<file path="config.mk">
export PLATFORM = sky130hd
export DESIGN_NAME = at_to_xt_scancode_translator_flat
export DESIGN_NICKNAME = d
export VERILOG_FILES = /design/src/hdl/atxt_pkg.sv /design/src/hdl/atxt_req_if.sv /design/src/hdl/atxt_rsp_if.sv /design/src/hdl/atxt_front.sv /design/src/hdl/atxt_queue.sv /design/src/hdl/atxt_back.sv /design/src/hdl/at_to_xt_scancode_translator.sv /design/src/flat_wrapper.sv
export SDC_FILE = /design/constraint.sdc
export NUM_CORES = 1
export LEC_CHECK = 0
export BUFFER_PORTS_ARGS = -buffer_cell sky130_fd_sc_hd__buf_2
export CAP_MARGIN = 40
export CORE_MARGIN = 5
export CORE_UTILIZATION = 30
export DETAILED_ROUTE_END_ITERATION = 16
export GPL_TIMING_DRIVEN = 0
export PLACE_DENSITY_LB_ADDON = 0.12
export SKIP_CTS_REPAIR_TIMING = 1
export SLEW_MARGIN = 20
export SYNTH_ARGS = -nofsm -noshare
export SYNTH_HDL_FRONTEND = slang
export SYNTH_SLANG_ARGS = --single-unit
</file>
<file path="constraint.sdc">
create_clock -name clock -period 9.1 [get_ports clock]
set_input_delay 1.365 -clock clock [delete_from_list [all_inputs] [get_ports clock]]
set_output_delay 1.365 -clock clock [all_outputs]
set_load 0.01 [all_outputs]
</file>
<file path="src/hdl/atxt_pkg.sv">
// Shared constants, types and the set-2 to set-1 lookup for the scan code translator.
package atxt_pkg;

   localparam int ROM_SIZE    = 132;
   localparam int QUEUE_DEPTH = 4;
   localparam int QUEUE_PTR_W = $clog2(QUEUE_DEPTH);
   localparam int QUEUE_CNT_W = QUEUE_PTR_W + 1;

   localparam logic [7:0] BYTE_BREAK    = 8'hF0;
   localparam logic [7:0] BYTE_EXT      = 8'hE0;
   localparam logic [7:0] BYTE_PAUSE    = 8'hE1;
   localparam logic [7:0] BYTE_ACK      = 8'hFA;
   localparam logic [7:0] BYTE_BAT_OK   = 8'hAA;
   localparam logic [7:0] BYTE_RESEND   = 8'hFE;
   localparam logic [7:0] BYTE_ECHO     = 8'hEE;
   localparam logic [7:0] SCAN_SCROLL   = 8'h7E;
   localparam logic [7:0] SCAN_NUM      = 8'h77;
   localparam logic [7:0] SCAN_CAPS     = 8'h58;
   localparam logic [7:0] CMD_SET_LEDS  = 8'hED;
   localparam logic [7:0] CMD_KB_RESET  = 8'hFF;
   localparam logic [7:0] BREAK_BIT     = 8'h80;

   localparam logic [2:0] LED_SCROLL = 3'b001;
   localparam logic [2:0] LED_NUM    = 3'b010;
   localparam logic [2:0] LED_CAPS   = 3'b100;

   typedef enum logic {
      REQ_SCAN     = 1'b0,
      REQ_KB_RESET = 1'b1
   } req_cmd_type;

   typedef struct packed {
      logic       to_keyboard;
      logic [7:0] data;
   } word_type;

   typedef struct packed {
      logic [1:0]         count;
      word_type [2:0]     words;
   } job_type;

   typedef struct packed {
      logic    valid;
      job_type job;
   } head_type;

   localparam logic [7:0] XT_ROM [ROM_SIZE] = '{
      8'h00,8'h43,8'h00,8'h3F,8'h3D,8'h3B,8'h3C,8'h58,
      8'h00,8'h44,8'h42,8'h40,8'h3E,8'h0F,8'h29,8'h00,
      8'h00,8'h38,8'h2A,8'h00,8'h1D,8'h10,8'h02,8'h00,
      8'h00,8'h00,8'h2C,8'h1F,8'h1E,8'h11,8'h03,8'h00,
      8'h00,8'h2E,8'h2D,8'h20,8'h12,8'h05,8'h04,8'h00,
      8'h00,8'h39,8'h2F,8'h21,8'h14,8'h13,8'h06,8'h00,
      8'h00,8'h31,8'h30,8'h23,8'h22,8'h15,8'h07,8'h00,
      8'h00,8'h00,8'h32,8'h24,8'h16,8'h08,8'h09,8'h00,
      8'h00,8'h33,8'h25,8'h17,8'h18,8'h0B,8'h0A,8'h00,
      8'h00,8'h34,8'h35,8'h26,8'h27,8'h19,8'h0C,8'h00,
      8'h00,8'h00,8'h28,8'h00,8'h1A,8'h0D,8'h00,8'h00,
      8'h3A,8'h36,8'h1C,8'h1B,8'h00,8'h2B,8'h00,8'h00,
      8'h00,8'h00,8'h00,8'h00,8'h00,8'h00,8'h0E,8'h00,
      8'h00,8'h4F,8'h00,8'h4B,8'h47,8'h00,8'h00,8'h00,
      8'h52,8'h53,8'h50,8'h4C,8'h4D,8'h48,8'h01,8'h45,
      8'h57,8'h4E,8'h51,8'h4A,8'h37,8'h49,8'h46,8'h00,
      8'h00,8'h00,8'h00,8'h41
   };

   function automatic logic [7:0] xt_lookup(input logic [7:0] code);
      if (code >= 8'(ROM_SIZE)) begin
         return 8'h00;
      end
      return XT_ROM[code];
   endfunction

endpackage

</file>
<file path="src/hdl/atxt_req_if.sv">
// Input channel: scan byte or keyboard reset event.
interface atxt_req_if;
   logic       valid;
   logic       ready;
   logic       cmd;
   logic [7:0] scan_byte;

   modport source (output valid, output cmd, output scan_byte, input ready);
   modport sink   (input valid, input cmd, input scan_byte, output ready);
endinterface

</file>
<file path="src/hdl/atxt_rsp_if.sv">
// Result channel: one byte for the PC or the keyboard.
interface atxt_rsp_if;
   logic       valid;
   logic       ready;
   logic       to_keyboard;
   logic [7:0] out_byte;
   logic       last;

   modport source (output valid, output to_keyboard, output out_byte, output last, input ready);
   modport sink   (input valid, input to_keyboard, input out_byte, input last, output ready);
endinterface

</file>
<file path="src/hdl/atxt_front.sv">
// Front end: accepts input words, tracks break/pause/LED state and builds output jobs.
module atxt_front (
   input  logic              clock,
   input  logic              reset,
   atxt_req_if.sink          req_word,
   input  logic              q_full,
   output logic              push,
   output atxt_pkg::job_type push_job
);

   logic       break_pending_ff, break_pending_in;
   logic       in_pause_ff, in_pause_in;
   logic [2:0] lock_leds_ff, lock_leds_in;
   logic       accept;
   logic [7:0] pc_byte;
   logic [2:0] led_mask;
   logic [2:0] leds_new;

   assign req_word.ready = !q_full;
   assign accept         = req_word.valid && req_word.ready;
   assign pc_byte        = atxt_pkg::xt_lookup(req_word.scan_byte) | atxt_pkg::BREAK_BIT;

   always_comb begin
      break_pending_in = break_pending_ff;
      in_pause_in      = in_pause_ff;
      lock_leds_in     = lock_leds_ff;
      push_job         = '0;
      led_mask         = 3'b000;
      leds_new         = lock_leds_ff;
      if (req_word.cmd == atxt_pkg::REQ_KB_RESET) begin
         push_job.count    = 2'd2;
         push_job.words[0] = '{to_keyboard: 1'b1, data: atxt_pkg::CMD_KB_RESET};
         push_job.words[1] = '{to_keyboard: 1'b0, data: atxt_pkg::BYTE_BAT_OK};
         lock_leds_in      = 3'b000;
      end else if (break_pending_ff) begin
         break_pending_in = 1'b0;
         priority if (req_word.scan_byte == atxt_pkg::SCAN_SCROLL) begin
            led_mask = atxt_pkg::LED_SCROLL;
         end else if (req_word.scan_byte == atxt_pkg::SCAN_NUM) begin
            if (in_pause_ff) begin
               in_pause_in = 1'b0;
            end else begin
               led_mask = atxt_pkg::LED_NUM;
            end
         end else if (req_word.scan_byte == atxt_pkg::SCAN_CAPS) begin
            led_mask = atxt_pkg::LED_CAPS;
         end else begin
            led_mask = 3'b000;
         end
         leds_new = lock_leds_ff ^ led_mask;
         if (led_mask != 3'b000) begin
            lock_leds_in      = leds_new;
            push_job.count    = 2'd3;
            push_job.words[0] = '{to_keyboard: 1'b1, data: atxt_pkg::CMD_SET_LEDS};
            push_job.words[1] = '{to_keyboard: 1'b1, data: {5'b00000, leds_new}};
            push_job.words[2] = '{to_keyboard: 1'b0, data: pc_byte};
         end else begin
            push_job.count    = 2'd1;
            push_job.words[0] = '{to_keyboard: 1'b0, data: pc_byte};
         end
      end else begin
         unique case (req_word.scan_byte)
            atxt_pkg::BYTE_ACK, atxt_pkg::BYTE_BAT_OK,
            atxt_pkg::BYTE_RESEND, atxt_pkg::BYTE_ECHO: begin
               push_job.count = 2'd0;
            end
            atxt_pkg::BYTE_BREAK: begin
               break_pending_in = 1'b1;
            end
            atxt_pkg::BYTE_PAUSE: begin
               in_pause_in       = 1'b1;
               push_job.count    = 2'd1;
               push_job.words[0] = '{to_keyboard: 1'b0, data: req_word.scan_byte};
            end
            atxt_pkg::BYTE_EXT: begin
               push_job.count    = 2'd1;
               push_job.words[0] = '{to_keyboard: 1'b0, data: req_word.scan_byte};
            end
            default: begin
               push_job.count    = 2'd1;
               push_job.words[0] = '{to_keyboard: 1'b0,
                                     data: atxt_pkg::xt_lookup(req_word.scan_byte)};
            end
         endcase
      end
   end

   assign push = accept && (push_job.count != 2'd0);

   always_ff @(posedge clock) begin
      if (reset) begin
         break_pending_ff <= 1'b0;
         in_pause_ff      <= 1'b0;
         lock_leds_ff     <= 3'b000;
      end else if (accept) begin
         break_pending_ff <= break_pending_in;
         in_pause_ff      <= in_pause_in;
         lock_leds_ff     <= lock_leds_in;
      end
   end

endmodule

</file>
<file path="src/hdl/atxt_queue.sv">
// Job queue between front and back end.
module atxt_queue (
   input  logic               clock,
   input  logic               reset,
   input  logic               push,
   input  atxt_pkg::job_type  push_job,
   output logic               full,
   input  logic               pop,
   output atxt_pkg::head_type head
);

   atxt_pkg::job_type                  slot_ff [atxt_pkg::QUEUE_DEPTH];
   logic [atxt_pkg::QUEUE_PTR_W-1:0]   wr_ptr_ff, wr_ptr_in;
   logic [atxt_pkg::QUEUE_PTR_W-1:0]   rd_ptr_ff, rd_ptr_in;
   logic [atxt_pkg::QUEUE_CNT_W-1:0]   count_ff, count_in;
   logic                               do_push;
   logic                               do_pop;

   assign full       = (count_ff == atxt_pkg::QUEUE_CNT_W'(atxt_pkg::QUEUE_DEPTH));
   assign head.valid = (count_ff != '0);
   assign head.job   = slot_ff[rd_ptr_ff];
   assign do_push    = push && !full;
   assign do_pop     = pop && head.valid;

   always_comb begin
      wr_ptr_in = do_push ? wr_ptr_ff + 1'b1 : wr_ptr_ff;
      rd_ptr_in = do_pop  ? rd_ptr_ff + 1'b1 : rd_ptr_ff;
      count_in  = count_ff;
      if (do_push && !do_pop) begin
         count_in = count_ff + 1'b1;
      end else if (do_pop && !do_push) begin
         count_in = count_ff - 1'b1;
      end
   end

   always_ff @(posedge clock) begin
      if (reset) begin
         wr_ptr_ff <= '0;
         rd_ptr_ff <= '0;
         count_ff  <= '0;
      end else begin
         wr_ptr_ff <= wr_ptr_in;
         rd_ptr_ff <= rd_ptr_in;
         count_ff  <= count_in;
      end
   end

   always_ff @(posedge clock) begin
      if (do_push) begin
         slot_ff[wr_ptr_ff] <= push_job;
      end
   end

endmodule

</file>
<file path="src/hdl/atxt_back.sv">
// Back end: unrolls each job into output words through the output register.
module atxt_back (
   input  logic               clock,
   input  logic               reset,
   input  atxt_pkg::head_type head,
   output logic               pop,
   atxt_rsp_if.source         rsp_word
);

   logic                 valid_ff, valid_in;
   atxt_pkg::word_type   word_ff, word_in;
   logic                 last_ff, last_in;
   logic [1:0]           idx_ff, idx_in;
   logic                 load;
   logic                 take;
   logic                 at_end;

   assign load   = !valid_ff || rsp_word.ready;
   assign take   = load && head.valid;
   assign at_end = (idx_ff == head.job.count - 2'd1);
   assign pop    = take && at_end;

   always_comb begin
      valid_in = valid_ff;
      word_in  = word_ff;
      last_in  = last_ff;
      idx_in   = idx_ff;
      if (take) begin
         valid_in = 1'b1;
         word_in  = head.job.words[idx_ff];
         last_in  = at_end;
         idx_in   = at_end ? 2'd0 : idx_ff + 2'd1;
      end else if (load) begin
         valid_in = 1'b0;
      end
   end

   always_ff @(posedge clock) begin
      if (reset) begin
         valid_ff <= 1'b0;
         idx_ff   <= 2'd0;
      end else begin
         valid_ff <= valid_in;
         idx_ff   <= idx_in;
      end
   end

   always_ff @(posedge clock) begin
      word_ff <= word_in;
      last_ff <= last_in;
   end

   assign rsp_word.valid       = valid_ff;
   assign rsp_word.to_keyboard = word_ff.to_keyboard;
   assign rsp_word.out_byte    = word_ff.data;
   assign rsp_word.last        = last_ff;

endmodule

</file>
<file path="src/hdl/at_to_xt_scancode_translator.sv">
// Top level of the AT set-2 to XT set-1 scan code translator.
// Takes one input word per cycle while the four-job queue between the front and back end
// has room; the front end classifies the byte and updates the break, pause and LED state in
// the same cycle. The back end sends one result word per cycle from its output register while
// the result channel is ready, so an input that causes 1 to 3 results holds the back end until
// all of them are sent, and an input that causes none never reaches it. The first result word
// of an input passes through a queue slot and then the output register.
// No clearing pass after reset.
module at_to_xt_scancode_translator (
   input  logic        clock,
   input  logic        reset,
   atxt_req_if.sink    req_word,
   atxt_rsp_if.source  rsp_word
);

   logic               push;
   atxt_pkg::job_type  push_job;
   logic               q_full;
   logic               pop;
   atxt_pkg::head_type head;

   atxt_front u_front (
      .clock    (clock),
      .reset    (reset),
      .req_word (req_word),
      .q_full   (q_full),
      .push     (push),
      .push_job (push_job)
   );

   atxt_queue u_queue (
      .clock    (clock),
      .reset    (reset),
      .push     (push),
      .push_job (push_job),
      .full     (q_full),
      .pop      (pop),
      .head     (head)
   );

   atxt_back u_back (
      .clock    (clock),
      .reset    (reset),
      .head     (head),
      .pop      (pop),
      .rsp_word (rsp_word)
   );

endmodule

</file>
<file path="src/flat_wrapper.sv">
// flat-port wrapper written by rule: the top's interface ports become plain ports
module at_to_xt_scancode_translator_flat 
  (clock, reset, req_word_valid, req_word_cmd, req_word_scan_byte, req_word_ready, rsp_word_valid, rsp_word_to_keyboard, rsp_word_out_byte, rsp_word_last, rsp_word_ready);
  atxt_req_if req_word_i ();
  atxt_rsp_if rsp_word_i ();
  input  logic clock;
  input  logic reset;
  input wire logic [$bits(req_word_i.valid)-1:0] req_word_valid;
  input wire logic [$bits(req_word_i.cmd)-1:0] req_word_cmd;
  input wire logic [$bits(req_word_i.scan_byte)-1:0] req_word_scan_byte;
  output wire logic [$bits(req_word_i.ready)-1:0] req_word_ready;
  output wire logic [$bits(rsp_word_i.valid)-1:0] rsp_word_valid;
  output wire logic [$bits(rsp_word_i.to_keyboard)-1:0] rsp_word_to_keyboard;
  output wire logic [$bits(rsp_word_i.out_byte)-1:0] rsp_word_out_byte;
  output wire logic [$bits(rsp_word_i.last)-1:0] rsp_word_last;
  input wire logic [$bits(rsp_word_i.ready)-1:0] rsp_word_ready;
  assign req_word_i.valid = req_word_valid;
  assign req_word_i.cmd = req_word_cmd;
  assign req_word_i.scan_byte = req_word_scan_byte;
  assign req_word_ready = req_word_i.ready;
  assign rsp_word_valid = rsp_word_i.valid;
  assign rsp_word_to_keyboard = rsp_word_i.to_keyboard;
  assign rsp_word_out_byte = rsp_word_i.out_byte;
  assign rsp_word_last = rsp_word_i.last;
  assign rsp_word_i.ready = rsp_word_ready;
  at_to_xt_scancode_translator u_core (.clock(clock), .reset(reset), .req_word(req_word_i), .rsp_word(rsp_word_i));
endmodule
</file>
==> impl_metrics.toml <==
[drt]
postRouteAntennaNets = 0
routed_via_density = 5.49
firstDrtPassIters = 6
vias = 4635
finalWirelength_um = 18200
wire_per_inst_um = 21.6
drtIter0Drc = 610
route.detailed.drc = 0

[timing]
rsz0062_at_grt = "no"
skew_ns = 0.00926
tightest_slew_ns = 0.863
setup_violations = 0
finalWorstPathRequiredPeriod_ns = 4.56
slew_viol_final = 0
slew-limit-headroom_pct = 42.3
finalHoldViolations = 0
max_freq_mhz = 219
tns_ns = 0
finalCritPeriodShare_pct = 50.1

[yosys]
yosys_warnings = 0
syn-num-nets = 550
yosysUniqueCellTypes = 77
avgSynthCellArea_um2 = 11.9
synth_edf_count = 98
yosysTopAreaCell = "edfxtp_1"
ys_seq_elements = 115
synth_area_leaders = "edfxtp_1 47%, mux4_2 8.3%, dfxtp_1 5.5%"
synth_top_area_share_pct = 47.1
synth_flop_cell = "edfxtp_1"
synthesis.area_um2 = 6240
ys_seq_area_share_pct = 52.6
syn_inst = 523
async_reset_ff_share_pct = 0

[power]
p_per_area_nw_per_um2 = 245
peakVddDrop_uv = 77.9
p_leak_uw = 0.00249
power_uw = 1780

[clock_network]
clock_sinks = 115
tritoncts = "built"
cts_buffers = 17
clock_latency_ns = 0.41
clk_pin_slew_ns = 0.05
max-clock-path-buffers = 2
cts_root_buf = "clkbuf_16"
cts_max_level = 4

[critical_path]
path_class = "primary input to flip-flop"
crit_path_end_kind = "flip-flop"
crit_fanout = 10
start_kind = "primary input"
worst_ep_arrival_time_ns = 4.89
crit_required_ns = 9.44

[floorplan]
start_util_pct = 30.7
die_x_um = 154
pin_count = 25
die-area_um2 = 23800
die-height_um = 154
core_um2 = 20400
fp-row-count = 52

[global_route]
grt_pass1_vias = 4574
antenna_found_initial = 0
grt-ovfl-total = 0
grt_first_pass_wirelength_um = 27700
grt_max_degree = 23
grt.total_usage_pct = 15.4

[layout]
syn2layout_area_growth_pct = 16.1
drive_gt1_share_pct = 15.9
multi_input_area_um2 = 2710
nets = 590
antenna_cells = 0
layout_commonest_cell = "edfxtp_1"
fill_cells = 2031
seqCellArea_um2 = 3280
mostFrequentLayoutCells = "98 x edfxtp_1, 35 x nand2_1, 33 x buf_2"

[run]
max_cap_violations = 0

[placement]
dp_hpwl_um = 12700
numPortBuffers = 21
gp_congestion = 0.904

[run_status]
status = "finished, final reports clean"

[min_path]
min_path_type = "flip-flop to flip-flop"
-- worst max-delay path, cell delays in order --
cell and delay [ns]:
buf_2 0.16, clkbuf_1 0.50, inv_1 0.23, ha_1 0.28
buf_2 0.22, nand3_1 0.11, nor2_1 0.04, o211ai_1 0.29
o21a_1 0.32, ha_1 0.25, inv_1 0.07, fa_1 0.42
xor2_1 0.19, or3_1 0.31, a21oi_1 0.14
-- synth_stat cells (all sizes together), types with 6 or more instances --
cell type	count
clkbuf	24
inv	21
edfxtp	98
buf	16
nand2b	16
a31oi	7
and2	10
nor2	27
dfxtp	17
ha	13
mux4	23
nor3	9
nor2b	17
o211ai	6
mux2i	16
nand3	11
nand2	35
a21oi	30
o21ai	25
-- where the power goes --
| group | switching, uW | internal [uW] | total (uW) |
|---|---|---|---|
| Combinational | 264 | 186 | 450 |
| Sequential | 27.3 | 675 | 702 |
| Clock | 204 | 420 | 624 |
| Total | 495 | 1280 | 1780 |
-- metal layers --
layer / vias up / share of wire [%] / GRT usage, %
met3: 52 / 5.1 / 3.13
met5: - / 0 / 0
met2: 198 / 47 / 24.7
met1: 2306 / 44 / 20.0
li1: 2079 / - / -
met4: 0 / 3.7 / 7.02
-- area by class of cell --
class / count / share of cell area (%)
plain buffers: 40 / 2.43
clock buffers: 21 / 6.08
clock inverters: 9 / 1.57
inverters: 22 / 1.14
multi-input cells: 346 / 37.4
flip-flops and latches: 115 / 45.3
well taps: 270 / 4.66
repair buffers: 21 / 1.45
-- sequential cells by signal, summed over array words and instances, names as in the netlist, named ones only --
register / cells
u_core.u_queue.slot_ff: 88
u_core.u_back.idx_ff: 2
u_core.u_back.rsp_word.out_byte: 8
u_core.u_back.rsp_word.last: 1
u_core.u_back.rsp_word.to_keyboard: 1
u_core.u_queue.count_ff: 3
u_core.u_back.rsp_word.valid: 1
u_core.u_queue.wr_ptr_ff: 2
u_core.u_queue.rd_ptr_ff: 2
u_core.u_front.lock_leds_ff: 3
u_core.u_front.in_pause_ff: 1
u_core.u_front.break_pending_ff: 1
-- cell families after synthesis --
family,share of synthesized area [%]
simple gates,13.4
compound gates,14.0
flops,52.6
buf+inv,4.15
mux,11.8
fa+ha+maj,2.93
xor+xnor,1.10
-- final timing paths --
check                                        end  slack, ns                      startpoint  depth (start not counted)
setup / recovery      u_core.u_queue.count_ff[2]       4.54           req_word_scan_byte[0]                         15
hold / removal    u_core.u_front.lock_leds_ff[1]       0.51  u_core.u_front.lock_leds_ff[1]                          2
setup reg to reg      u_core.u_queue.count_ff[2]       6.11                       flip-flop                         10
hold reg to reg   u_core.u_front.lock_leds_ff[1]       0.51  u_core.u_front.lock_leds_ff[1]                          2
-- stage by stage --
| step | std cells | cell area, um^2 | hold slack [ns] | utilization (%) | worst slack [ns] |
|---|---|---|---|---|---|
| final | 844 | 7250 | 0.508 | 35.6 | 4.54 |
| after global routing | 844 | 7250 | 0.530 | 35.6 | 4.37 |
| after CTS | 844 | 7250 | 0.505 | 35.6 | 4.59 |
| after detailed placement | 814 | 6690 | 0.496 | 32.9 | 4.16 |
| after global placement | 814 | 6690 | 0.486 | 32.8 | 4.08 |
| after floorplan | 523 | 6240 | 0.469 | - | 5.11 |
Note: power is estimated with default switching activity, not from simulation.
